===== src/hw/rtl/assert_macros.svh =====
// Assertion macros shared by the subdivider modules.
// No dependencies; included by every file that carries assertions.
`ifndef ASSERT_MACROS_SVH
`define ASSERT_MACROS_SVH
`ifndef SYNTHESIS
`define ESUB_ASSERT(lbl, clk, rstn, prop) \
    lbl: assert property (@(posedge clk) disable iff (!rstn) prop) \
        else $error("assertion failed");
`define ESUB_NEVER(lbl, clk, rstn, expr) \
    lbl: assert property (@(posedge clk) disable iff (!rstn) !(expr)) \
        else $error("forbidden condition seen");
`else
`define ESUB_ASSERT(lbl, clk, rstn, prop)
`define ESUB_NEVER(lbl, clk, rstn, expr)
`endif
`endif


===== src/hw/rtl/esub_pkg.sv =====
// Types, codes and default sizes of the edge midpoint subdivider.
// No dependencies; imported by every module of the block.
package esub_pkg;

    localparam int VERTEX_DEPTH_DEF = 4096;
    localparam int EDGE_SLOTS_DEF   = 8192;
    localparam int MAX_PROBES_DEF   = 8;
    localparam int COORD_WIDTH_DEF  = 32;
    localparam int IDX_W            = 12;
    localparam int KEY_W            = 2 * IDX_W;
    localparam int FIELD_W          = 32;
    localparam int OFIFO_DEPTH      = 4;

    localparam logic [1:0] CMD_LOAD = 2'd0;
    localparam logic [1:0] CMD_TRI  = 2'd1;
    localparam logic [1:0] CMD_PASS = 2'd2;

    localparam logic [1:0] ST_OK    = 2'd0;
    localparam logic [1:0] ST_VFULL = 2'd1;
    localparam logic [1:0] ST_PROBE = 2'd2;

    localparam logic KIND_VERTEX = 1'b0;
    localparam logic KIND_TRI    = 1'b1;

    typedef enum logic [1:0] {
        OP_LOAD,
        OP_TRI,
        OP_PASS
    } t_op;

    typedef enum logic [3:0] {
        S_CLEAR,
        S_IDLE,
        S_LOAD,
        S_E_SETUP,
        S_E_CHECK,
        S_V_RDQ,
        S_V_MID,
        S_TRI,
        S_ABORT
    } t_bstate;

    typedef struct packed {
        logic [1:0]                cmd;
        logic signed [FIELD_W-1:0] coord_x;
        logic signed [FIELD_W-1:0] coord_y;
        logic signed [FIELD_W-1:0] coord_z;
        logic [IDX_W-1:0]          corner_a;
        logic [IDX_W-1:0]          corner_b;
        logic [IDX_W-1:0]          corner_c;
    } t_request;

    typedef struct packed {
        logic                      kind;
        logic [IDX_W-1:0]          vertex_index;
        logic signed [FIELD_W-1:0] out_x;
        logic signed [FIELD_W-1:0] out_y;
        logic signed [FIELD_W-1:0] out_z;
        logic [IDX_W-1:0]          tri_first;
        logic [IDX_W-1:0]          tri_second;
        logic [IDX_W-1:0]          tri_third;
        logic [1:0]                status;
        logic                      last;
    } t_result;

    typedef struct packed {
        t_op      op;
        t_request req;
    } t_job;

    typedef struct packed {
        logic valid;
        t_job job;
    } t_f2b;

    typedef struct packed {
        logic pop;
        logic clearing;
    } t_b2f;

endpackage


===== src/hw/rtl/esub_front.sv =====
// Front end: accepts requests, classifies the command and queues jobs.
// Depends on esub_pkg and assert_macros.svh.
`include "assert_macros.svh"
module esub_front import esub_pkg::*; (
    input  logic     i_clk,
    input  logic     i_rst_n,
    input  logic     push,
    output logic     full,
    input  t_request i_req,
    output t_f2b     o_f2b,
    input  t_b2f     i_b2f
);
    t_job       r_q [2];
    logic       r_wp;
    logic       r_rp;
    logic [1:0] r_cnt;
    logic       keep;
    logic       wr;
    logic       rd;
    t_job       job;

    // Unused command codes are dropped here and never reach the back end.
    always_comb begin
        job.req = i_req;
        job.op  = OP_PASS;
        keep    = 1'b1;
        case (i_req.cmd)
            CMD_LOAD: job.op = OP_LOAD;
            CMD_TRI:  job.op = OP_TRI;
            CMD_PASS: job.op = OP_PASS;
            default:  keep   = 1'b0;
        endcase
    end

    assign full        = (r_cnt == 2'd2) || i_b2f.clearing;
    assign wr          = push && !full && keep;
    assign rd          = i_b2f.pop && (r_cnt != 2'd0);
    assign o_f2b.valid = (r_cnt != 2'd0);
    assign o_f2b.job   = r_q[r_rp];

    always_ff @(posedge i_clk) begin
        if (!i_rst_n) begin
            r_wp  <= 1'b0;
            r_rp  <= 1'b0;
            r_cnt <= 2'd0;
        end else begin
            if (wr) begin
                r_wp <= !r_wp;
            end
            if (rd) begin
                r_rp <= !r_rp;
            end
            r_cnt <= r_cnt + 2'(wr) - 2'(rd);
        end
    end

    always_ff @(posedge i_clk) begin
        if (wr) begin
            r_q[r_wp] <= job;
        end
    end

    `ESUB_NEVER(a_pop_empty, i_clk, i_rst_n, i_b2f.pop && !o_f2b.valid)
    `ESUB_ASSERT(a_cnt_range, i_clk, i_rst_n, r_cnt != 2'd3)
endmodule


===== config.mk =====
export PLATFORM = sky130hd
export DESIGN_NAME = esub_front
export DESIGN_NICKNAME = d
export VERILOG_FILES = /design/src/hw/rtl/esub_pkg.sv /design/src/hw/rtl/esub_front.sv
export VERILOG_INCLUDE_DIRS = /design/src /design/src/hw/rtl
export SDC_FILE = /design/constraint.sdc
export NUM_CORES = 1
export LEC_CHECK = 0
export ABC_AREA = 1
export BUFFER_PORTS_ARGS = -buffer_cell sky130_fd_sc_hd__buf_2
export CORE_MARGIN = 2
export CORE_UTILIZATION = 30
export DETAILED_ROUTE_END_ITERATION = 12
export GPL_ROUTABILITY_DRIVEN = 0
export HOLD_SLACK_MARGIN = 0.08
export SYNTH_ARGS = -nofsm -noshare
export SYNTH_HDL_FRONTEND = slang
export SYNTH_SLANG_ARGS = --single-unit

===== constraint.sdc =====
create_clock -name i_clk -period 8.3 [get_ports i_clk]
set_clock_uncertainty 0.1 [all_clocks]
set_input_delay 2.075 -clock i_clk [delete_from_list [all_inputs] [get_ports i_clk]]
set_output_delay 2.075 -clock i_clk [all_outputs]
set_load 0.02 [all_outputs]

### Word level (Yosys, flattened, before mapping)

Memories as Yosys holds them, arrays and structs flattened. A register that Yosys moved wholly into a read port is not among the register bits.
Cells that the tools add are included.

| storage, ports and cells | value |
|---|---|
| bits in registers | 4 |
| bits in writable memories | 272 |
| logic and storage cells | 25 |
| memories kept | 1 |

Memories:

| memory | depth | bits a word | rd ports | clocked after memory_dff | write ports | line | source |
|---|---|---|---|---|---|---|---|
| r_q | 2 | 136 | 1 | 1 | 1 | esub_front.sv:13 | `t_job r_q [2];` |

| cells by class | value |
|---|---|
| $add $sub $neg | 2 |
| eq/ne operators | 3 |
| muxes and demuxes | 6 |
| reductions and logical operators | 10 |

Operator list:

| kind | number |
|---|---|
| $mux 1 | 5 |
| $eq 2x2->1 const B | 2 |
| $pmux 2 s2 | 1 |
| $logic_and 1x1->1 | 3 |
| $logic_not 1->1 | 3 |
| $reduce_or 3->1 | 1 |
| $add 2x1->2 | 1 |
| $eq 2x1->1 const B | 1 |
| $logic_not 2->1 | 1 |
| $reduce_bool 2->1 | 1 |
| $sub 2x1->2 | 1 |
| $logic_or 1x1->1 | 1 |

### Longest topological paths before layout

Gate-level depths: netlist of the first run.

| depth | value |
|---|---|
| depth after elaboration | 7 |
| gate-level depth with buffers | 10 |
| depth with buffers taken out | 10 |

### Worst setup path before layout of the first run

OpenSTA, ideal clock, no wires.

| timing | value |
|---|---|
| path kind | input port to flip-flop |
| start point | in i_b2f[0] (netlist name) |
| end point | mem r_q[0][0] (netlist name), enable pin |
| data arrival time | 8049 ps |
| data required time | 7567 ps |
| slack | -482 ps |
| stages on the path | 3 |
| path through | a21oi_1 > nand2_1 > nor2_1 |

| on the way | value |
|---|---|
| word-level cells in the longest chain between the ends | 6 |

RTL lines:

| what | line | source |
|---|---|---|
| start, declared | esub_front.sv:11 | `input t_b2f i_b2f` |
| $logic_or 1x1->1 | esub_front.sv:35 | `assign full = (r_cnt == 2'd2) \|\| i_b2f.clearing;` |
| $logic_not 1->1 | esub_front.sv:36 | `assign wr = push && !full && keep;` |
| $logic_and 1x1->1 (2 in a row) | esub_front.sv:36 |  |
| $mux 1 | esub_front.sv:58 | `if (wr) begin` |
| $mux 1 (implied by the code) | esub_front.sv:59 | `r_q[r_wp] <= job;` |
| end, declared | esub_front.sv:13 |  |

Every way passes these cells.

### Final worst setup path of the first run

| timing | value |
|---|---|
| start point | in i_b2f[0] (netlist name) |
| end point | out full |

| on the way | value |
|---|---|
| word-level cells in the longest chain between the ends | 1 |

RTL lines:

| what | line | source |
|---|---|---|
| $logic_or 1x1->1 | esub_front.sv:35 |  |
| end, declared | esub_front.sv:8 | `output logic full,` |

Every way passes these cells.

==> impl_metrics.tcl, run 1 <==
set metrics [dict create \
    wire_per_inst_um 15.9 \
    wl_mm 19.6 \
    cts-buffers-inserted 30 \
    crit_buf_inv 3 \
    hold_buffers 0 \
    initial_utilization_pct 30.5 \
    finalPower_mw 3.74 \
    synth_top_area_cell "edfxtp_1" \
    die_h_um 189 \
    placedCellCount 1173 \
    grt_pass1_vias 5435 \
    timing.final.max_slew_violations 0 \
    power_density_nw_per_um2 287 \
    via_count 5202 \
    arrival_ns 2.62 \
    cp_common_cell "buf_2" \
    viasPerCell 4.24 \
    ir_worst_vdd_v 0.000174 \
    fin_setup_tns_ns 0 \
    cts_tree "done" \
    io-pin-count 277 \
    reg2regPathDepth 5 \
    hold_ws_ns 0.417 \
    busiest_layer "met2" \
    run_status "finished, final reports clean" \
    cp_slowest_cell "a21oi_1" \
    ys_warn_count 0 \
    ys_ff_latch 277 \
    nets 898 \
    drc 0 \
    first_pass_iters 4 \
    post_cts_buffers 0 \
    drive_gt1_share_pct 59.5 \
    hold_violations 0 \
    post-dp-hpwl_mm 12.5 \
    met2_usage_pct 17.7 \
    syn_area_um2 10200 \
    worstPathMaxFanout 4 \
    tightest_slew_ns 1.06 \
    dr.first_iter.drc_count 176 \
    crit_required_ns 6.12 \
    port_buffers 276 \
    grt_overflow_total 0 \
    ant_nets 0 \
    start_kind "input pin" \
    critPathMaxStageDelay_ns 0.23 \
    path_delay_family "buffers and inverters" \
    postCtsResizedCells 0 \
    drv_cap 0 \
    fmax_ghz 0.209 \
    cp_cell_sequence "buf_2 > a21oi_1 > inv_1 > buf_2" \
    grt_max_degree 85 \
    use_met1_pct 12.4 \
    grt_pass1_wl_mm 29.7 \
    die_area_um2 35500 \
    ctsLongestPathBuffers 3 \
    area_delta_synth_final_pct 27.6 \
    worst-path-stages 4 \
    rows 67 \
    path_class "in -> out" \
    root_buffer "clkbuf_16" \
    cts-htree-levels 1 \
    antenna_found_initial 1 \
    rsz0062_at_grt "no" \
    clk_latency_ns 0.55 \
    synth_top_area_share_pct 80.0 \
    cp-end-kind "output pin" \
    yosysSeqAreaShare_pct 80.9 \
    hp-class "reg -> reg" \
    coreArea_um2 33500 \
    leakagePower_nw 4.82 \
    fp.dieW_um 189 \
    setup_viol 0 \
    syn-mean-instance-area_um2 22.2 \
    syn_nets 601 \
    gr-usage-met3_pct 4.04 \
    period_needed_ns 4.79 \
    yosysUniqueCellTypes 16 \
    min_delay_path_depth 2 \
    cts_sinks 277 \
    track_usage_pct 10.5 \
    setup_slack_ns 3.51 \
    slew_headroom_pct 29.3 \
    pre_cts_slack_ns 3.51 \
    synth_cells 460 \
    instances_no_fill 1227 \
    synth.area.top_cells "edfxtp_1 80%, mux2_2 11%, mux2_4 5.9%" \
    path_clk_slew_ns 0.06 \
    final.period_utilization_pct 57.7 \
]
[per-stage QoR]
step / area [um^2] / util (%)
after floorplan: 10200 / -
after global placement: 12100 / 36.1
after detailed placement: 12100 / 36.1
after CTS: 13000 / 38.9
after global routing: 13000 / 38.9
final: 13000 / 38.9
[area by class of cell]
type	count	area [um^2]
Antenna cell	1	2.50
Clock buffer	37	798
Clock inverter	16	135
Fill cell	3141	20500
Inverter	7	31.3
Multi-Input combinational cell	160	1810
Sequential cell	277	8270
Tap cell	448	561
Timing Repair Buffer	281	1420
[final timing paths]
check	startpoint	end	slack [ns]
worst min-delay path	r_rp	r_rp	0.42
worst min register to register	r_rp	r_rp	0.42
worst max register to register	r_cnt[0]	r_q[1][74]	5.52
worst max-delay path	i_b2f[0]	full	3.51
[sequential cells by signal, indices dropped and copies added (netlist names), named ones only]
signal and flops:
r_q 272, r_cnt 2, r_wp 1, r_rp 1
[metal layers]
metal  share of wire [%]  up-vias
li1                    -     2406
met1                  40     2558
met2                  48      198
met3                 8.8       40
met4                 3.1        0
met5                   0        -
[power breakdown]
| part | internal, mW | switching (mW) | leakage (nW) |
|---|---|---|---|
| registers | 1.64 | 0.0407 | 2.52 |
| logic | 0.349 | 0.469 | 1.85 |
| clock network | 0.738 | 0.511 | 0.449 |
| total | 2.72 | 1.02 | 4.82 |
[synthesized netlist by cell type]
cell type / count
a21oi_1: 3
buf_2: 9
buf_6: 6
clkbuf_1: 1
dfxtp_1: 5
edfxtp_1: 272
ha_1: 2
inv_1: 7
mux2_2: 96
mux2_4: 40
nand2_1: 7
nand3_1: 1
nor2_1: 8
o21a_1: 1
or2_2: 1
xor2_1: 1
[kinds of logic after synthesis]
logic type,count (synthesis),share of synthesized area [%]
flip-flops,277,80.9
multiplexers,136,16.5
buffers and inverters,23,1.40
AND/OR/NAND/NOR,17,0.661
AO/OA/AOI/OAI,4,0.220
adder cells (fa/ha/maj),2,0.245
XOR/XNOR,1,0.0857
[layout by cell type, fill, tap and decap left out, types with 2 or more instances in the layout]
cell and n:
mux2_2 96, bufinv_16 2, inv_1 6, nor2_1 7, clkinv_2 5, buf_2 276
ha_1 2, clkinvlp_4 3, clkbuf_16 31, edfxtp_1 272, clkbuf_1 6, dfxtp_1 4
buf_4 5, clkinv_1 5, nand2_1 7, mux2_4 40, a21oi_1 3
[worst min-delay path: stages (launching register included)]
cell	delay, ns
dfxtp_1	0.33
nor2_1	0.06
nor2_1	0.10
Power figures use the tool's default switching activity.
==> run 2: changes to the inputs <==
Settings changed: ABC_AREA 1 to 0.
Clock period 8.3 ns to 3.9 ns, I/O delays scaled along.
==> run 2 against run 1 <==
Core utilization increased by 0.40 points. Synthesized area about the same. Final cell count fell by 0.41%. Sequential power increased by 110%. Global-route usage up 0.33 points. First-iteration DRC count grew 34%. Non-clock buffer count increased by 4. Worst hold slack better by 0.027 ns. Die area hardly changed. Combinational power grew 98%. Via count down 0.25%. Sequential cell count stayed put. Critical path type is now reg -> out. Critical endpoint is now o_f2b[70]. Highest routed layer is now met5.
==> impl_metrics.tcl, run 2 <==
set metrics [dict create \
    r2r-end "r_q[0][58]" \
    ctsLongestPathBuffers 3 \
    coreArea_um2 33500 \
    gr-usage-met3_pct 3.99 \
    fill_cells 3102 \
    drive_gt1_share_pct 60.7 \
    placedCellCount 1169 \
    crit_buf_inv 2 \
    synth_top_area_share_pct 79.9 \
    ys_async_sr_fraction_pct 0 \
    largest_reg_flops 272 \
    reg2regPathDepth 4 \
    synth_edf_count 272 \
    setup_viol 0 \
    initial_utilization_pct 30.5 \
    nets 893 \
    hp-class "reg -> reg" \
    top_regs "r_q x272, r_cnt x2" \
    timing.final.max_slew_violations 0 \
    instances_no_fill 1222 \
    synth_top_area_cell "edfxtp_1" \
    fp.dieW_um 189 \
    clk_latency_ns 0.53 \
    viasPerCell 4.25 \
    met2_usage_pct 17.8 \
    cts_sinks 277 \
    run_status "finished, final reports clean" \
    root_buffer "clkbuf_16" \
    die_area_um2 35600 \
    wire_per_inst_um 16.7 \
    port_buffers 276 \
    syn-mean-instance-area_um2 22.6 \
    yosysUniqueCellTypes 19 \
    syn_area_um2 10200 \
    ff_latch_area_um2 8270 \
    grt_pass1_vias 5419 \
    arrival_ns 2.27 \
    first_pass_iters 4 \
    yosysSeqAreaShare_pct 80.9 \
    drv_cap 0 \
    fin_setup_tns_ns 0 \
    path_clk_slew_ns 0.06 \
    antenna_found_initial 2 \
    rows 67 \
    post_cts_buffers 0 \
    fmax_ghz 0.299 \
    final.period_utilization_pct 85.8 \
    track_usage_pct 10.9 \
    final_cell_mix "276 x buf_2, 272 x edfxtp_1, 96 x mux2_2, 40 x mux2_4, 29 x clkbuf_16" \
    grt_overflow_total 0 \
    grt_max_degree 84 \
    path_delay_family "flip-flops" \
    leakagePower_nw 4.85 \
    hold_violations 0 \
    finalPower_mw 7.90 \
    ir_worst_vdd_v 0.000314 \
    ys_warn_count 0 \
    die_h_um 189 \
    power_density_nw_per_um2 600 \
    rrSetupSlack_ns 1.64 \
    critPathMaxStageDelay_ns 0.76 \
    top_register "r_q" \
    grt_pass1_wl_mm 30.3 \
    busiest_layer "met2" \
    postCtsResizedCells 0 \
    cts_tree "done" \
    cp_cell_sequence "buf_12 > mux2_2 > buf_2" \
    rsz0062_at_grt "no" \
    path_class "reg -> out" \
    ys_ff_latch 277 \
    slew_headroom_pct 50.5 \
    cp-end-kind "output pin" \
    io-pin-count 277 \
    cts-htree-levels 1 \
    fin_area_um2 13200 \
    crit_path_end "o_f2b[70]" \
    ant_nets 0 \
    synth_ff_type "edfxtp_1" \
    cts-buffers-inserted 29 \
    rr_startpoint "r_cnt[0]" \
    drc 0 \
    synth.area.top_cells "edfxtp_1 80%, mux2_2 11%, mux2_4 5.9%" \
    hold_buffers 0 \
    worst-path-stages 3 \
    start_kind "flop" \
    via_count 5189 \
    place_area_um2 12200 \
    tightest_slew_ns 0.742 \
    synthTopCellsByCount "272 x edfxtp_1, 96 x mux2_2, 40 x mux2_4, 9 x buf_2, 6 x buf_6" \
    multi_input_area_um2 1840 \
    post-dp-hpwl_mm 13.3 \
    synth_cells 452 \
    layout_commonest_cell "buf_2" \
    dr.first_iter.drc_count 236 \
    period_needed_ns 3.34 \
    worstPathMaxFanout 56 \
    cp_slowest_cell "dfxtp_4" \
    area_delta_synth_final_pct 28.8 \
    wl_mm 20.4 \
    syn_nets 593 \
    crit_required_ns 2.82 \
    use_met1_pct 13.6 \
    synth.most_common_cell "edfxtp_1" \
]
==> run 2: cell types whose count changed after synthesis, sizes merged <==
cell and delta:
nand3 -1, mux2i +1, nand4b +1, inv -5
nor2b +3, nand2 -4, xnor2 +3, xor2 -1
nand2b +2, nor2 -6, a21oi -3, and2 +2
==> run 2: kinds of logic after synthesis <==
logic type               after synthesis  synth area share, %
flip-flops                           277                 80.9
multiplexers                         137                 16.6
buffers and inverters                 18                 1.21
AND/OR/NAND/NOR                       14                0.759
XOR/XNOR                               3                0.257
adder cells (fa/ha/maj)                2                0.245
AO/OA/AOI/OAI                          1               0.0735
==> run 2: cell type report <==
cell class	count	area share [%]
antenna	1	0.0190
clock buffer	34	5.65
clock inverter	18	1.52
inverter	2	0.0570
multi-input combinational	157	14.0
sequential	277	62.8
tap	448	4.26
timing repair buffer	285	11.7
==> run 2: worst reg2reg max path, cell delays in order, from the launching register on <==
cell and delay, ns:
dfxtp_1 0.37, nand2b_1 0.15, nand4b_1 0.35, nor2_4 0.25
buf_4 0.60
==> run 2: worst min path at each step <==
stage          from  endpoint  slack (ns)  cells past startpoint
2_1_floorplan  r_wp      r_wp        0.36                      2
3_3_place_gp   r_wp      r_wp        0.40                      2
3_5_place_dp   r_rp      flop        0.43                      2
4_1_cts        r_rp      flop        0.45                      2
5_1_grt        r_wp      r_wp        0.47                      2
6_report       r_wp      r_wp        0.44                      2
==> run 2: per-stage QoR <==
stage / util (%) / hold slack [ns] / worst slack, ns
2_1_floorplan: - / 0.363 / -1.48
3_3_place_gp: 36.4 / 0.396 / 1.02
3_5_place_dp: 36.4 / 0.427 / 0.993
4_1_cts: 39.3 / 0.445 / 0.465
5_1_grt: 39.3 / 0.466 / 0.422
6_report: 39.3 / 0.444 / 0.555
==> run 2: power by group <==
part / internal (mW) / switching [mW] / total [mW]
combinational: 0.716 / 0.908 / 1.62
sequential: 3.45 / 0.0926 / 3.54
clock: 1.63 / 1.11 / 2.73
==> run 2: metal layers <==
metal / vias up / wire length [um] / share of wire [%]
met3: 39 / 1780 / 8.7
met5: - / 24 / 0.12
li1: 2390 / - / -
met2: 196 / 9620 / 47
met1: 2560 / 8420 / 41
met4: 4 / 559 / 2.7
==> run 3: changes to the inputs <==
Settings changed: PLACE_DENSITY set to 0.51, SLEW_MARGIN set to 20.
==> run 3 against run 2 <==
Global-route usage increased by 0.29 points. Via count decreased by 0.27%. Register-to-register slack got worse by 0.07 ns. Clock power about the same. Sequential share of layout area decreased by 0.37 points. Fmax increased by 8.9%.
==> impl_metrics.tcl, run 3 (synthesis gave the netlist of run 2 again) <==
set metrics [dict create \
    run_status "finished, final reports clean" \
    rsz0062_at_grt "no" \
    instances_no_fill 1230 \
    crit_required_ns 2.82 \
    r2r-end "r_q[1][14]" \
    power_density_nw_per_um2 596 \
    min_delay_path_depth 2 \
    hold_buffers 0 \
    clk_latency_ns 0.54 \
    rr_startpoint "r_cnt[0]" \
    grt_pass1_wl_mm 30.9 \
    cts_tree "done" \
    rrSetupSlack_ns 1.57 \
    cts-buffers-inserted 30 \
    drv_cap 0 \
    leakagePower_nw 4.88 \
    hp-class "reg -> reg" \
    rows 67 \
    fp.dieW_um 189 \
    final_cell_mix "276 x buf_2, 272 x edfxtp_1, 96 x mux2_2, 40 x mux2_4, 31 x clkbuf_16" \
    cts-htree-levels 1 \
    path_clk_slew_ns 0.05 \
    top_register "r_q" \
    fin_setup_tns_ns 0 \
    die_area_um2 35600 \
    first_pass_iters 4 \
    final_core_util_pct 39.5 \
    period_needed_ns 3.07 \
    initial_utilization_pct 30.5 \
    slew_headroom_pct 47.5 \
    drive_gt1_share_pct 60.3 \
    wire_per_inst_um 16.7 \
    worstPathMaxFanout 77 \
    post_cts_buffers 0 \
    path_class "reg -> out" \
    die_h_um 189 \
    setup_slack_ns 0.830 \
    hold_violations 0 \
    crit_buf_inv 2 \
    start_kind "flop" \
    m1WireLength_mm 8.56 \
    top_regs "r_q x272, r_cnt x2" \
    dr.first_iter.drc_count 243 \
    nets 899 \
    antenna_found_initial 4 \
    root_buffer "clkbuf_16" \
    via_count 5175 \
    viasPerCell 4.21 \
    top_layer_used "met5" \
    setup_viol 0 \
    critPathMaxStageDelay_ns 0.43 \
    area_delta_synth_final_pct 29.6 \
    io-pin-count 277 \
    cp-end-kind "output pin" \
    reg2regPathDepth 4 \
    cts_sinks 277 \
    holdPathEnd "r_wp" \
    port_buffers 276 \
    ir_worst_vdd_v 0.000337 \
    finalPower_mw 7.90 \
    track_usage_pct 11.2 \
    placedCellCount 1174 \
    cp_slowest_cell "mux2_2" \
    min_from "r_wp" \
    tightest_slew_ns 0.786 \
    path_delay_family "buffers and inverters" \
    wl_mm 20.5 \
    fill_cells 3140 \
    timing.final.max_slew_violations 0 \
    ant_nets 0 \
    fmax_ghz 0.326 \
    met3WireLength_mm 1.99 \
    drc 0 \
    grt_pass1_vias 5365 \
    cp_cell_sequence "buf_12 > mux2_2 > buf_2" \
    pre_cts_slack_ns 0.883 \
    grt_overflow_total 0 \
    arrival_ns 2.00 \
    postCtsResizedCells 0 \
    coreArea_um2 33500 \
    dr_wl_met2_mm 9.45 \
    largest_reg_flops 272 \
    final.period_utilization_pct 78.7 \
    grt_max_degree 90 \
    layout_commonest_cell "buf_2" \
    ctsLongestPathBuffers 3 \
    post-dp-hpwl_mm 13.5 \
]
## run 3: cell types whose count changed in the layout (fill, tap and decap cells not counted), sizes merged
| cell | previous run | this run |
|---|---|---|
| inv | 5 | 2 |
| clkinv | 10 | 14 |
| buf | 285 | 290 |
| clkbuf | 34 | 37 |
| bufinv | 4 | 3 |
## run 3: worst max path at each step
stage | to | slack (ns) | cells after the start
2_1_floorplan | r_q[0][0] | -1.48 | 2
3_3_place_gp | r_q[1][58] | 0.90 | 5
3_5_place_dp | r_q[1][58] | 0.88 | 5
4_1_cts | o_f2b[74] | 0.76 | 3
5_1_grt | o_f2b[74] | 0.73 | 3
6_report | o_f2b[74] | 0.83 | 3
## run 3: metal layers
metal	vias up	track usage, %
met5	-	0
met1	2521	14.0
met2	203	17.7
met4	4	3.31
li1	2409	-
met3	38	4.49
## run 3: cell type report
| cell class | count | area, um^2 | share of cell area [%] |
|---|---|---|---|
| clock buffers | 37 | 798 | 6.03 |
| diodes | 1 | 2.50 | 0.0189 |
| flip-flops and latches | 277 | 8270 | 62.5 |
| well taps | 448 | 561 | 4.23 |
| inverters | 2 | 7.51 | 0.0567 |
| clock inverters | 18 | 161 | 1.22 |
| repair buffers | 290 | 1600 | 12.1 |
| multi-input cells | 157 | 1840 | 13.9 |
## run 3: worst reg2reg max path, stage by stage (launching register included)
cell      delay (ns)
dfxtp_1         0.36
nand2b_1        0.17
nand4b_1        0.35
nor2_4          0.74
buf_12          0.28
## run 3: power by group
part | switching (mW) | internal [mW]
combinational | 0.958 | 0.718
clock | 1.10 | 1.64
sequential | 0.0399 | 3.45
total | 2.09 | 5.80
## run 3: through the flow
stage | hold slack, ns | cell area (um^2)
floorplan | 0.363 | 10200
global placement | 0.403 | 12300
detailed placement | 0.417 | 12300
CTS | 0.426 | 13200
global route | 0.437 | 13200
finish | 0.424 | 13200
