--- src/hw/rtl/assert_macros.svh ---
// Assertion macros shared by the subdivider modules.
// No dependencies; included by every file that carries assertions.
`ifndef ASSERT_MACROS_SVH
`define ASSERT_MACROS_SVH
`ifndef SYNTHESIS
`define ESUB_ASSERT(lbl, clk, rstn, prop) \
    lbl: assert property (@(posedge clk) disable iff (!rstn) prop) \
        else $error("assertion failed");
`define ESUB_NEVER(lbl, clk, rstn, expr) \
    lbl: assert property (@(posedge clk) disable iff (!rstn) !(expr)) \
        else $error("forbidden condition seen");
`else
`define ESUB_ASSERT(lbl, clk, rstn, prop)
`define ESUB_NEVER(lbl, clk, rstn, expr)
`endif
`endif

--- src/hw/rtl/esub_pkg.sv ---
// Types, codes and default sizes of the edge midpoint subdivider.
// No dependencies; imported by every module of the block.
package esub_pkg;

    localparam int VERTEX_DEPTH_DEF = 4096;
    localparam int EDGE_SLOTS_DEF   = 8192;
    localparam int MAX_PROBES_DEF   = 8;
    localparam int COORD_WIDTH_DEF  = 32;
    localparam int IDX_W            = 12;
    localparam int KEY_W            = 2 * IDX_W;
    localparam int FIELD_W          = 32;
    localparam int OFIFO_DEPTH      = 4;

    localparam logic [1:0] CMD_LOAD = 2'd0;
    localparam logic [1:0] CMD_TRI  = 2'd1;
    localparam logic [1:0] CMD_PASS = 2'd2;

    localparam logic [1:0] ST_OK    = 2'd0;
    localparam logic [1:0] ST_VFULL = 2'd1;
    localparam logic [1:0] ST_PROBE = 2'd2;

    localparam logic KIND_VERTEX = 1'b0;
    localparam logic KIND_TRI    = 1'b1;

    typedef enum logic [1:0] {
        OP_LOAD,
        OP_TRI,
        OP_PASS
    } t_op;

    typedef enum logic [3:0] {
        S_CLEAR,
        S_IDLE,
        S_LOAD,
        S_E_SETUP,
        S_E_CHECK,
        S_V_RDQ,
        S_V_MID,
        S_TRI,
        S_ABORT
    } t_bstate;

    typedef struct packed {
        logic [1:0]                cmd;
        logic signed [FIELD_W-1:0] coord_x;
        logic signed [FIELD_W-1:0] coord_y;
        logic signed [FIELD_W-1:0] coord_z;
        logic [IDX_W-1:0]          corner_a;
        logic [IDX_W-1:0]          corner_b;
        logic [IDX_W-1:0]          corner_c;
    } t_request;

    typedef struct packed {
        logic                      kind;
        logic [IDX_W-1:0]          vertex_index;
        logic signed [FIELD_W-1:0] out_x;
        logic signed [FIELD_W-1:0] out_y;
        logic signed [FIELD_W-1:0] out_z;
        logic [IDX_W-1:0]          tri_first;
        logic [IDX_W-1:0]          tri_second;
        logic [IDX_W-1:0]          tri_third;
        logic [1:0]                status;
        logic                      last;
    } t_result;

    typedef struct packed {
        t_op      op;
        t_request req;
    } t_job;

    typedef struct packed {
        logic valid;
        t_job job;
    } t_f2b;

    typedef struct packed {
        logic pop;
        logic clearing;
    } t_b2f;

endpackage

--- src/hw/rtl/esub_ofifo.sv ---
// Result queue between the back end and the result ports.
// Depends on esub_pkg and assert_macros.svh.
`include "assert_macros.svh"
module esub_ofifo import esub_pkg::*; (
    input  logic    i_clk,
    input  logic    i_rst_n,
    input  logic    i_push,
    input  t_result i_res,
    output logic    o_full,
    output logic    empty,
    input  logic    pop,
    output t_result o_res
);
    localparam int AW = $clog2(OFIFO_DEPTH);

    t_result       r_buf [OFIFO_DEPTH];
    logic [AW-1:0] r_wp;
    logic [AW-1:0] r_rp;
    logic [AW:0]   r_cnt;
    logic          wr;
    logic          rd;

    assign o_full = (r_cnt == (AW+1)'(OFIFO_DEPTH));
    assign empty  = (r_cnt == '0);
    assign wr     = i_push && !o_full;
    assign rd     = pop && !empty;
    assign o_res  = r_buf[r_rp];

    always_ff @(posedge i_clk) begin
        if (!i_rst_n) begin
            r_wp  <= '0;
            r_rp  <= '0;
            r_cnt <= '0;
        end else begin
            if (wr) begin
                r_wp <= r_wp + 1'b1;
            end
            if (rd) begin
                r_rp <= r_rp + 1'b1;
            end
            r_cnt <= r_cnt + (AW+1)'(wr) - (AW+1)'(rd);
        end
    end

    always_ff @(posedge i_clk) begin
        if (wr) begin
            r_buf[r_wp] <= i_res;
        end
    end

    `ESUB_NEVER(a_push_full, i_clk, i_rst_n, i_push && o_full)
    `ESUB_ASSERT(a_cnt_max, i_clk, i_rst_n, r_cnt <= (AW+1)'(OFIFO_DEPTH))
endmodule

--- config.mk ---
export PLATFORM = sky130hd
export DESIGN_NAME = esub_ofifo
export DESIGN_NICKNAME = d
export VERILOG_FILES = /design/src/hw/rtl/esub_pkg.sv /design/src/hw/rtl/esub_ofifo.sv
export VERILOG_INCLUDE_DIRS = /design/src /design/src/hw/rtl
export SDC_FILE = /design/constraint.sdc
export NUM_CORES = 1
export LEC_CHECK = 0
export ABC_AREA = 1
export BUFFER_PORTS_ARGS = -buffer_cell sky130_fd_sc_hd__buf_2
export CAP_MARGIN = 25
export CORE_UTILIZATION = 44
export DETAILED_ROUTE_END_ITERATION = 8
export GPL_TIMING_DRIVEN = 1
export HOLD_SLACK_MARGIN = 0.05
export PLACE_DENSITY_LB_ADDON = 0.05
export SLEW_MARGIN = 20
export SYNTH_ARGS = -nofsm -noshare
export SYNTH_HDL_FRONTEND = slang
export SYNTH_SLANG_ARGS = --single-unit
export TNS_END_PERCENT = 30
--- constraint.sdc ---
create_clock -name i_clk -period 8 [get_ports i_clk]
set_input_delay 0 -clock i_clk [delete_from_list [all_inputs] [get_ports i_clk]]
set_output_delay 0 -clock i_clk [all_outputs]
set_load 0.005 [all_outputs]
== Word level (Yosys, flattened, before mapping) ==
Memories as Yosys holds them, arrays and structs flattened. A register that Yosys moved wholly into a read port is not among the register bits.
Index checks and enable logic that the tools add are counted.

* Reductions and logical operators: 5
* Add/sub/neg operators: 4
* Muxes and demuxes: 4
* Equal/unequal tests: 1

{| class="wikitable"
|+ Operators by type and width
! cell !! count
|-
| 2-bit by 1-bit adder with 2-bit output (second input constant) || 2
|-
| 2-bit 2-to-1 mux || 2
|-
| 3-bit by 1-bit adder with 3-bit output || 1
|-
| 3-bit == test (second input constant) || 1
|-
| 3-bit zero test || 1
|-
| 3-bit by 1-bit subtractor with 3-bit output || 1
|-
| 1-bit logical AND || 2
|-
| 1-bit zero test || 2
|-
| 1-bit 2-to-1 mux || 2
|}

* Flip-flop bits (word level): 7
* Output and inout bits: 150
* Bits of input ports: 152
* Memories kept: 1
* RAM bits: 592
* Logic and storage cells: 18

{| class="wikitable"
|+ Memory list
! name !! depth !! width !! read ports !! clocked after memory_dff !! write ports !! RTL line !! RTL
|-
| r_buf || 4 || 148 || 1 || 1 || 1 || esub_ofifo.sv:16 || <nowiki>t_result r_buf [OFIFO_DEPTH];</nowiki>
|}

== Logic depth before layout (Yosys ltp) ==
Gate-level depths: netlist of run 1.

* Depth after elaboration: 5
* Mapped depth: 11
* Gate-level depth less buffers: 11

== Least setup slack after synthesis of run 1 ==
Ideal clock, no wire load.

* Path kind: register to register
* From: register r_cnt[1]
* To: memory r_buf[0][0] in the netlist's numbering, enable pin
* Required time: 7.342 ns
* Buffers on the path: 0
* Period minus slack after synthesis: 7.457 ns
* Arrival: 6.799 ns
* Setup slack: 0.543 ns
* Setup time: 0.658 ns
* Cell stages (with the launch flop): 5
* Cells stage by stage: dfxtp_1 -> nor2_1 -> nand2_1 -> nand2_1 -> nor2_1

* Longest elaborated chain between the ends: 5

{| class="wikitable"
|+ RTL lines
! what !! RTL line !! RTL
|-
| start, declared || esub_ofifo.sv:19 || <nowiki>logic [AW:0] r_cnt;</nowiki>
|-
| start signal, assigned || esub_ofifo.sv:41 || <nowiki>r_cnt <= r_cnt + (AW+1)'(wr) - (AW+1)'(rd);</nowiki>
|-
| 3-bit == test || esub_ofifo.sv:23 || <nowiki>assign o_full = (r_cnt == (AW+1)'(OFIFO_DEPTH));</nowiki>
|-
| 1-bit zero test || esub_ofifo.sv:25 || <nowiki>assign wr = i_push && !o_full;</nowiki>
|-
| 1-bit logical AND || esub_ofifo.sv:25 ||
|-
| 1-bit 2-to-1 mux || esub_ofifo.sv:46 || <nowiki>if (wr) begin</nowiki>
|-
| 1-bit 2-to-1 mux (implied by the code) || esub_ofifo.sv:47 || <nowiki>r_buf[r_wp] <= i_res;</nowiki>
|-
| end, declared || esub_ofifo.sv:16 ||
|}

No other way between the ends.

==> summary.md, run 1 <==
| Metric | Value |
|---|---|
| Slew Limit Fails | 0 |
| Max-Cap Viols | 0 |
| Clk pin slew, worst setup/hold paths | approximately 60 ps |
| Met1 Use GR | 0.2702 |
| Worst flop-to-flop path endpoint | r_buf[3][99] |
| CTS tree | built |
| Area of the die | 51870 µm² |
| Root Driver | clkbuf_16 |
| Met3 Track Usage GR | 0.05788 |
| Largest area contributor in the netlist | edfxtp_1 |
| CTS Buf Count | 66 |
| Most frequent cells in the layout | edfxtp_1 (592), nor2_1 (304), buf_2 (301) |
| Flops & latches, synth | around 600 |
| FP Rows | 82 |
| DRC violations left | 0 |
| Routability cong. | 0.7477 |
| Crit share post-route | 0.4630 |
| Setup Total Neg Slack | 0 ps |
| Leakage dissipation | just under 10 nW |
| WS Path Type | reg -> out |
| Hold path start | i_res[91] |
| I/O Pins | 302 |
| Hold/Removal Path Class | in -> reg |
| Share of post-route cells with drive strength above 1 | 0.2099 |
| Slack of the critical path | 4296 ps |
| Worst r2r src | r_cnt[1] |
| Vias in the first global route | 13930 |
| Synthesized area | roughly 22000 µm² |
| Power per cell area | 306.9 nW/µm² |
| Worst slack, placed | 4862 ps |
| Syn_nets | 1658 |
| Post_cts resized | 0 |
| Yosys top cell area share | 0.7928 |
| Mapped Avg Cell Area | 14.96 µm² |
| Achievable frequency | 270.0 MHz |
| Routed vias | ~14000 |
| Minimum clock period | ~3700 ps |
| CP max stage cell | dfxtp_4 |
| CP max FO | 81 |
| Distinct cells, synth | 21 |
| GRT Max-Usage Layer | met2 |
| CP Data Arrival Time | 3700 ps |
| Detailed placement HPWL | 28.02 mm |
| Per-cell routed wire length | 19.84 µm |
| Relative slew slack | 0.3047 |
| Cells after DPL | about 2400 |
| Worst slew pin tran | 1043 ps |
| Slowest stage delay, CP | just over 900 ps |
| Unrepaired setup endpoints after global routing | false |
| Core box area | 50170 µm² |
| DRT Pass-1 Iters | 5 |
| Initial antenna violation count | 5 |
| Clock tree sinks | 601 |
| Synth warnings | 0 |
| XOR/XNOR share of the synthesized area | 0 |
| Worst Hold Slack | between 150 and 200 ps |
| IO buf count | 301 |
| Startpoint Class | register |
| Met2 GRT Util | 0.3255 |
| # Post-CTS Setup Buffers | 0 |
| CP most frequent cell | buf_4 |
| Largest cells by area after synthesis | edfxtp_1 (79%), o21ai_0 (5.8%), nor2_1 (5.2%), o22ai_1 (4.1%), buf_6 (1.2%) |
| Adder-cell share of the synthesized area | 0.004241 |
| Area delta synth->final | 24.55% |
| DR vias/cell | between 5 and 6 |
| All-Layer GR Usage | 0.2035 |
| WHS Endpoint | r_buf[1][91] |
| Main combinational cell family by area after synthesis | compound AO/OA/AOI/OAI gates |
| Starting Density | 0.4470 |
| Antenna viol nets, final | 0 |
| Hold Path Stages | 2 |
| Compound-Gate Fraction of Synth Area | 0.1085 |
| Post-Layout Cell Count | 2664 |
| DRT iter0 DRCs | 858 |
| Gr ovfl total | 0 |
| Max Root-Sink Buffers | 3 |
| Worst-path cell chain | buf_4 -> buf_4 -> o21ai_0 -> o22ai_1 -> buf_2 |
| Nets | 2101 |
| First-pass GRT wire length | slightly above 80 mm |
| Die height | 227.8 µm |
| Largest net degree at the start of global routing | 117 |
| Crit end category | output pin |
| Mux cell area share after synthesis | 0 |
| Worst-Skew Late Latency | just under 600 ps |
| CTS Hold Bufs | 152 |
| Maximum vdd ir drop | 0.0003174 V |
| Layout Utilization | 0.5567 |
| Sequential fraction of the synthesis area | 0.8008 |
| Cells after Synth | 1499 |
| Final setup viols | 0 |
| R2R cell count | 6 |
| Clk_skew | 12.62 ps |
| Status | finished, final reports clean |
| Worst path required time | ~8000 ps |
| Simple-gate portion of the synthesized area | 0.05479 |
| H-Tree Level Count | 3 |
| Setup slack, reg-to-reg | between 4000 and 5000 ps |
| Commonest non-fill, non-tap cell in the layout | edfxtp_1 |
| Total routed wirelength | 52.86 mm |
| Die X | 227.8 µm |
| Final Hold Vio Count | 0 |
==> worst max-delay path: cells and delay by family (launching register included) <==
family                 cells  cell delay, ps
buffers and inverters      3            1650
flip-flops                 1             910
AO/OA/AOI/OAI              2             430
==> metrics by stage <==
| step | power, mW | area (µm²) |
|---|---|---|
| after global routing | 8.981 | 27930 |
| final | 8.570 | 27930 |
| after CTS | 8.683 | 27920 |
| after detailed placement | 5.707 | 24330 |
| after global placement | 5.690 | 24330 |
| after floorplan | 5.045 | 22420 |
==> sequential cells by signal, indices dropped and copies added (netlist names), named ones only <==
name,flops
r_buf,592
r_rp,2
r_cnt,3
r_wp,2
==> worst max-delay path by stage <==
stage                   end  startpoint
2_1_floorplan   r_buf[0][0]    r_cnt[1]
3_3_place_gp   r_buf[3][95]    r_cnt[1]
3_5_place_dp      o_res[81]    register
4_1_cts           o_res[81]    register
5_1_grt          o_res[105]    register
6_report          o_res[76]    register
==> per-layer routing <==
layer | part of all wire | routed length [µm]
met5 | 0.00019 | 10
met4 | 0.023 | 1240
met3 | 0.063 | 3330
met2 | 0.47 | 24780
met1 | 0.44 | 23500
==> cells by family after synthesis <==
group,after synthesis
buffers and inverters,116
DFF,601
and+or+nand+nor,326
AOI/OAI and AO/OA,449
adders and majority gates,7
==> cell type report <==
| type | instances | area [µm²] |
|---|---|---|
| well taps | 672 | 840.8 |
| inverters | 19 | 81.33 |
| multi-input cells | 782 | 3786 |
| fillers | 4146 | 22240 |
| clock inverters | 27 | 227.7 |
| diodes | 5 | 12.51 |
| clock buffers | 86 | 1833 |
| flip-flops and latches | 601 | 17960 |
| repair buffers | 472 | 3183 |
==> power by group <==
part           internal (mW)  switching [mW]  total (mW)
logic                  0.593            1.14        1.73
registers               3.84           0.108        3.94
clock network           1.74            1.16        2.90
total                   6.16            2.41        8.57
==> synth_stat cells (all sizes together) <==
cell	instances
a21oi	5
buf	51
clkbuf	46
dfxtp	9
edfxtp	592
fa	1
ha	6
inv	19
nand2	14
nand3	4
nor2	308
o21ai	296
o22ai	148
(Power assumes the default switching activity.)
==> run 2, diff against run 1 <==
--- a/config.mk
+++ b/config.mk
@@ -6,7 +6,7 @@
 export SDC_FILE = /design/constraint.sdc
 export NUM_CORES = 1
 export LEC_CHECK = 0
-export ABC_AREA = 1
+export ABC_AREA = 0
 export BUFFER_PORTS_ARGS = -buffer_cell sky130_fd_sc_hd__buf_2
 export CAP_MARGIN = 25
 export CORE_UTILIZATION = 44
==> constraint.sdc (replaced) <==
create_clock -name i_clk -period 3.3 [get_ports i_clk]
set_input_delay 0 -clock i_clk [delete_from_list [all_inputs] [get_ports i_clk]]
set_output_delay 0 -clock i_clk [all_outputs]
set_load 0.005 [all_outputs]
==> summary.md, run 2 <==
| Metric | Value |
|---|---|
| Final setup viols | 0 (unchanged) |
| Cells after Synth | 824 (-45%) |
| Ys async rst share | 0 (unchanged) |
| Detailed placement HPWL | 25.83 mm (-7.8%) |
| Mapped Avg Cell Area | 26.64 µm² (+78%) |
| Gr ovfl total | 0 (unchanged) |
| Worst-Skew Late Latency | 610 ps (+30 ps) |
| R2R cell count | 10 (+4) |
| Status | finished, final reports clean |
| Routed vias | 10280 (-26%) |
| Largest reg by FF count | r_buf |
| Flops & latches, synth | 601 (unchanged) |
| Synth top cells by count | edfxtp_1 (592), mux4_2 (148), buf_2 (13) |
| Setup crit end | o_res[120] |
| Post_cts resized | 0 (unchanged) |
| Worst path bufs/invs | 2 (-1) |
| Worst flop-to-flop path endpoint | r_cnt[2] |
| Max reg flops | 592 (unchanged) |
| Total routed wirelength | 44.08 mm (-17%) |
| Power per cell area | 724.5 nW/µm² (+140%) |
| Synthesized area | 21950 µm² (-2.1%) |
| Clk_skew | 10.42 ps (-2.192 ps) |
| Crit end category | output pin |
| Area delta synth->final | 26.30% |
| Sequential fraction of the synthesis area | 0.8182 (+0.01735) |
| Root Driver | clkbuf_16 |
| Number of fill cells in the layout | 3772 (-9.0%) |
| Leakage dissipation | 9.333 nW (-5.0%) |
| Largest cells by area after synthesis | edfxtp_1 (81%), mux4_2 (15%), buf_12 (1.0%), dfxtp_1 (0.82%), ha_1 (0.34%) |
| Max-Cap Viols | 0 (unchanged) |
| Distinct cells, synth | 24 (+14%) |
| Final Hold Vio Count | 0 (unchanged) |
| Yosys top cell area share | 0.8099 (+0.01717) |
| Die X | 225.3 µm (-1.1%) |
| IO buf count | 301 (unchanged) |
| Worst slew pin tran | 769.7 ps (-273.3 ps) |
| Startpoint Class | register |
| CP max stage cell | dfxtp_4 |
| CTS Buf Count | 61 (-7.6%) |
| Core box area | 49050 µm² (-2.2%) |
| Largest area contributor in the netlist | edfxtp_1 |
| Syn_nets | 983 (-41%) |
| Minimum clock period | about 2500 ps |
| CP Data Arrival Time | 2520 ps (-1180 ps) |
| Hold path start | i_res[59] |
| Top_reg_cell synth | edfxtp_1 |
| Most frequent cell after synthesis | edfxtp_1 |
| Area of the die | 50780 µm² (-2.1%) |
| CP Depth | 3 (-2) |
| Largest net degree at the start of global routing | 114 (-2.6%) |
| Total power | 20.08 mW (+130%) |
| Commonest non-fill, non-tap cell in the layout | edfxtp_1 |
| Worst r2r src | r_cnt[2] |
| Routability cong. | 0.7040 (-5.8%) |
| CTS tree | built |
| Crit share post-route | 0.7635 |
| # Post-CTS Setup Buffers | 0 (unchanged) |
| Starting Density | 0.4475 (+0.0004994) |
| CP max FO | 27 (-67%) |
| Synth warnings | 0 (unchanged) |
| Setup slack, reg-to-reg | 830 ps (-4150 ps) |
| Clock tree sinks | 601 (unchanged) |
| Clk pin slew, worst setup/hold paths | 60 ps (about the same) |
| Setup Total Neg Slack | 0 ps (unchanged) |
| Worst path required time | 3300 ps (-4700 ps) |
| Max Root-Sink Buffers | 3 (unchanged) |
| Hold/Removal Path Class | in -> reg |
| Slowest stage delay, CP | 750 ps (-160 ps) |
| DR vias/cell | 5.030 (-3.4%) |
| DRT iter0 DRCs | 554 (-35%) |
| Slew Limit Fails | 0 (unchanged) |
| Maximum vdd ir drop | 0.0005318 V (+68%) |
| Nets | 1483 (-29%) |
| H-Tree Level Count | 2 (-1) |
| All-Layer GR Usage | 0.1762 (-0.02735) |
| WS Path Type | reg -> out |
| First-pass GRT wire length | 66.27 mm (-18%) |
| Vias in the first global route | 11080 (-20%) |
| DRT Pass-1 Iters | 4 (-1) |
| FP Rows | 81 (-1.2%) |
| I/O Pins | 302 (unchanged) |
| Unrepaired setup endpoints after global routing | false |
| Worst-path cell chain | buf_4 -> mux4_2 -> buf_2 |
| Die height | 225.3 µm (-1.1%) |
| Antenna viol nets, final | 0 (unchanged) |
| DRC violations left | 0 (unchanged) |
| Achievable frequency | 396.9 MHz |
| Per-cell routed wire length | 21.57 µm (+8.7%) |
| Relative slew slack | 0.4868 (+0.1822) |
| Share of post-route cells with drive strength above 1 | 0.4074 (+0.1976) |
| Largest regs | r_buf (592), r_cnt (3) |
| Most frequent cells in the layout | edfxtp_1 (592), buf_2 (301), dlygate4sd3_1 (152) |
| Crit path max-delay family | flip-flops |
| Post-synth EDFFs | 592 (unchanged) |
| Initial antenna violation count | 8 (+3) |
[run 2: changes by cell type in the layout (fill, tap and decap cells not counted), moves of 5 or more]
cell	before	now
o21ai_1	38	0
inv_1	17	6
buf_4	18	6
mux4_2	0	148
clkbuf_16	71	63
a21oi_1	5	0
o21ai_0	258	3
nor2_1	304	0
nand2_1	14	6
o22ai_1	148	0
buf_12	1	13
[run 2: area by class of cell]
class	instances	area [µm²]	share of cell area
flip-flops and latches	601	17960	0.6481
diodes	7	17.52	0.0006319
clock inverters	33	311.5	0.01124
well taps	664	830.8	0.02997
multi-input cells	182	3607	0.1301
inverters	6	22.52	0.0008125
repair buffers	472	3333	0.1202
clock buffers	78	1633	0.05890
[run 2: worst min-delay path by stage]
stage / cells after the start / slack [ps] / end
finish: 2 / 140 / r_buf[2][59]
global route: 2 / 110 / r_buf[2][59]
CTS: 2 / 90 / r_buf[3][8]
detailed placement: 1 / 220 / r_buf[3][131]
global placement: 1 / 220 / r_buf[3][12]
floorplan: 0 / 100 / r_buf[0][0]
[run 2: through the flow]
stage	cell area [µm²]	instances	setup slack [ps]	hold slack, ps	utilization
final	27720	2043	780.4	138.2	0.5651
after floorplan	21950	824	-1448	98.87	-
after global routing	27720	2042	591.4	110.1	0.5651
after global placement	24240	1773	845.6	216.0	0.4941
after detailed placement	24240	1773	798.3	216.7	0.4941
after CTS	27700	2036	654.6	88.62	0.5648
[run 2: kinds of logic after synthesis]
group,synth area share
AND/OR/NAND/NOR,0.004959
adder cells (fa/ha/maj),0.004332
AO/OA/AOI/OAI,0.001026
multiplexers,0.1528
XOR/XNOR,0.0007982
buffers and inverters,0.01796
flip-flops,0.8182
[run 2: report_power, final]
| group | internal, mW | total [mW] | switching (mW) | leakage [nW] |
|---|---|---|---|---|
| Clock | 3.93 | 6.67 | 2.73 | 0.956 |
| Sequential | 9.25 | 9.49 | 0.235 | 5.50 |
| Combinational | 2.02 | 3.93 | 1.91 | 2.88 |
[run 2: what timing repair did]
action	in CTS	in global routing
hold buffers	152	0
endpoints found under the hold margin	601	0
setup endpoints to repair	0	0
[run 2: routing by layer]
metal,part of all wire,global-route usage,vias up,routed length [µm]
li1,-,-,4579,-
met1,0.41,0.2326,5364,18260
met2,0.50,0.2833,263,21850
met3,0.068,0.05528,68,3017
met4,0.021,0.04806,2,935
met5,0.00025,0,-,11
==> run 3, diff against run 2 <==
==> constraint.sdc (replaced) <==
create_clock -name i_clk -period 2.55 [get_ports i_clk]
set_input_delay 0 -clock i_clk [delete_from_list [all_inputs] [get_ports i_clk]]
set_output_delay 0 -clock i_clk [all_outputs]
set_load 0.005 [all_outputs]
==> summary.md, run 3 (synthesis results as in run 2) <==
| Metric | Value |
|---|---|
| Slew Limit Fails | 0 (unchanged) |
| CP Data Arrival Time | 2850 ps (+330 ps) |
| R2R cell count | 9 (-1) |
| H-Tree Level Count | 2 (unchanged) |
| WS Path Type | reg -> reg |
| Startpoint Class | register |
| Layout Utilization | 0.5672 (+0.002066) |
| Largest net degree at the start of global routing | 70 (-39%) |
| All-Layer GR Usage | 0.1804 (+0.004201) |
| DRT Pass-1 Iters | 4 (unchanged) |
| CTS Buf Count | 60 (-1.6%) |
| Relative slew slack | 0.6872 (+0.2003) |
| Crit path from | r_cnt[1] |
| Setup slack, reg-to-reg | 200 ps (-630 ps) |
| Setup crit end | r_cnt[2] |
| I/O Pins | 302 (unchanged) |
| CP max FO | 5 (-81%) |
| Max Root-Sink Buffers | 3 (unchanged) |
| Die height | 225.3 µm (unchanged) |
| Worst flop-to-flop path endpoint | r_cnt[2] |
| Nets | 1496 (+0.88%) |
| Die X | 225.3 µm (unchanged) |
| Worst path required time | 3050 ps (-250 ps) |
| Starting Density | 0.4475 (unchanged) |
| Core box area | 49050 µm² (unchanged) |
| Antenna viol nets, final | 0 (unchanged) |
| Worst slew pin tran | 465.6 ps (-304.1 ps) |
| Crit end category | register |
| Detailed placement HPWL | 26.78 mm (+3.7%) |
| Largest reg by FF count | r_buf |
| Max reg flops | 592 (unchanged) |
| Initial antenna violation count | 3 (-5) |
| FP Rows | 81 (unchanged) |
| Total routed wirelength | 44.58 mm (+1.1%) |
| Largest regs | r_buf (592), r_cnt (3) |
| Unrepaired setup endpoints after global routing | false |
| Minimum clock period | between 2000 and 2500 ps |
| DRT iter0 DRCs | 490 (-12%) |
| DRC violations left | 0 (unchanged) |
| Int Power | 19.59 mW (+29%) |
| Routed vias | 10360 (+0.79%) |
| Combinational share of power | 0.199 (+0.003) |
| Power per cell area | 931.1 nW/µm² (+29%) |
| Total power | 25.90 mW (+29%) |
| IO buf count | 301 (unchanged) |
| Most frequent cells in the layout | edfxtp_1 (592), buf_2 (301), dlygate4sd3_1 (152) |
| Area delta synth->final | 26.76% |
| Leakage dissipation | 9.401 nW (+0.73%) |
| Final setup viols | 0 (unchanged) |
| Status | finished, final reports clean |
| Worst r2r src | r_cnt[1] |
| Root Driver | clkbuf_16 |
| Gr ovfl total | 0 (unchanged) |
| Clock share of power | 0.327 (-0.005) |
| Worst slack, placed | 239.3 ps (-559.1 ps) |
| Routability cong. | 0.7286 (+3.5%) |
| # Post-CTS Setup Buffers | 0 (unchanged) |
| Final Hold Vio Count | 0 (unchanged) |
| DR vias/cell | 5.047 (+0.35%) |
| Flop pwr share | 0.473 (about the same) |
| Max-Cap Viols | 0 (unchanged) |
| Clk pin slew, worst setup/hold paths | 60 ps (about the same) |
| Clock tree sinks | 601 (unchanged) |
| Number of fill cells in the layout | 3759 (-0.34%) |
| Share of post-route cells with drive strength above 1 | 0.4127 (+0.005264) |
| Area of the die | 50780 µm² (unchanged) |
| Crit share post-route | 0.9208 |
| Vias in the first global route | 11340 (+2.3%) |
| Achievable frequency | 425.9 MHz |
| Switching power | 6.318 mW (+30%) |
| Maximum vdd ir drop | 0.0005738 V (+7.9%) |
| Clk_skew | 14.83 ps (+4.410 ps) |
| CTS tree | built |
| Slack of the critical path | 202.0 ps (-578.4 ps) |
| Hold/Removal Path Class | in -> reg |
| Per-cell routed wire length | 21.73 µm (+0.70%) |
| First-pass GRT wire length | 67.72 mm (+2.2%) |
| Commonest non-fill, non-tap cell in the layout | edfxtp_1 |
| Worst-Skew Late Latency | 610 ps (about the same) |
| Switching share of power | 0.2439 (+0.001119) |
run 3: cell count changes in the layout (fill, tap and decap cells not counted), moves of 2 or more:
cell / previous run / this run
clkbuf_16: 63 / 61
buf_12: 13 / 17
clkbuf_1: 15 / 11
clkinv_1: 11 / 16
diode_2: 7 / 2
buf_4: 6 / 16
run 3: layout make-up:
class                   count  area (µm²)  share of cell area
clock buffers              72        1568             0.05635
flip-flops and latches    601       17960              0.6457
inverters                   6       22.52           0.0008095
repair buffers            486        3488              0.1254
well taps                 664       830.8             0.02986
clock inverters            39       335.3             0.01205
multi-input cells         182        3607              0.1297
diodes                      2       5.005           0.0001799
run 3: how the worst min path moves through the flow:
stage / startpoint / end / cells past startpoint
finish: i_res[110] / r_buf[0][110] / 2
global route: i_res[61] / r_buf[3][61] / 2
CTS: i_res[110] / r_buf[0][110] / 2
detailed placement: i_res[144] / r_buf[2][144] / 1
global placement: i_res[68] / r_buf[0][68] / 1
floorplan: i_res[0] / r_buf[0][0] / 0
run 3: through the flow:
step	area, µm²	instances	setup TNS, ps	hold WS [ps]
after floorplan	21950	824	-326060	98.87
after global placement	24390	1787	0	216.5
after detailed placement	24390	1787	0	216.1
after CTS	27820	2050	0	82.30
after global routing	27820	2052	0	107.0
final	27820	2052	0	130.8
run 3: timing repair:
action / in CTS / in global routing
endpoints found under the hold margin: 601 / 0
gates resized for setup: 0 / 0
hold buffers: 152 / 0
run 3: worst max-delay path: stages, from the launching register on:
cell	delay (ps)
dfxtp_1	330
nor3_1	420
nor2b_1	140
ha_1	300
inv_1	40
ha_1	190
fa_1	410
xnor2_1	150
xnor2_1	130
and2_1	150
run 3: per-layer routing:
| layer | GRT usage | vias up | share of wire |
|---|---|---|---|
| met3 | 0.04589 | 70 | 0.054 |
| met5 | 0 | - | 0.00025 |
| met1 | 0.2377 | 5441 | 0.42 |
| met2 | 0.2951 | 248 | 0.50 |
| met4 | 0.05684 | 2 | 0.026 |
| li1 | - | 4596 | - |
run 3: power by group through the flow:
stage,clock network (mW),logic [mW],registers (mW)
3_5_place_dp,0,5.13,12.5
6_report,8.48,5.16,12.3
3_3_place_gp,0,5.13,12.5
2_1_floorplan,0,3.21,12.4
4_1_cts,8.76,5.34,12.3
5_1_grt,9.08,5.63,12.4
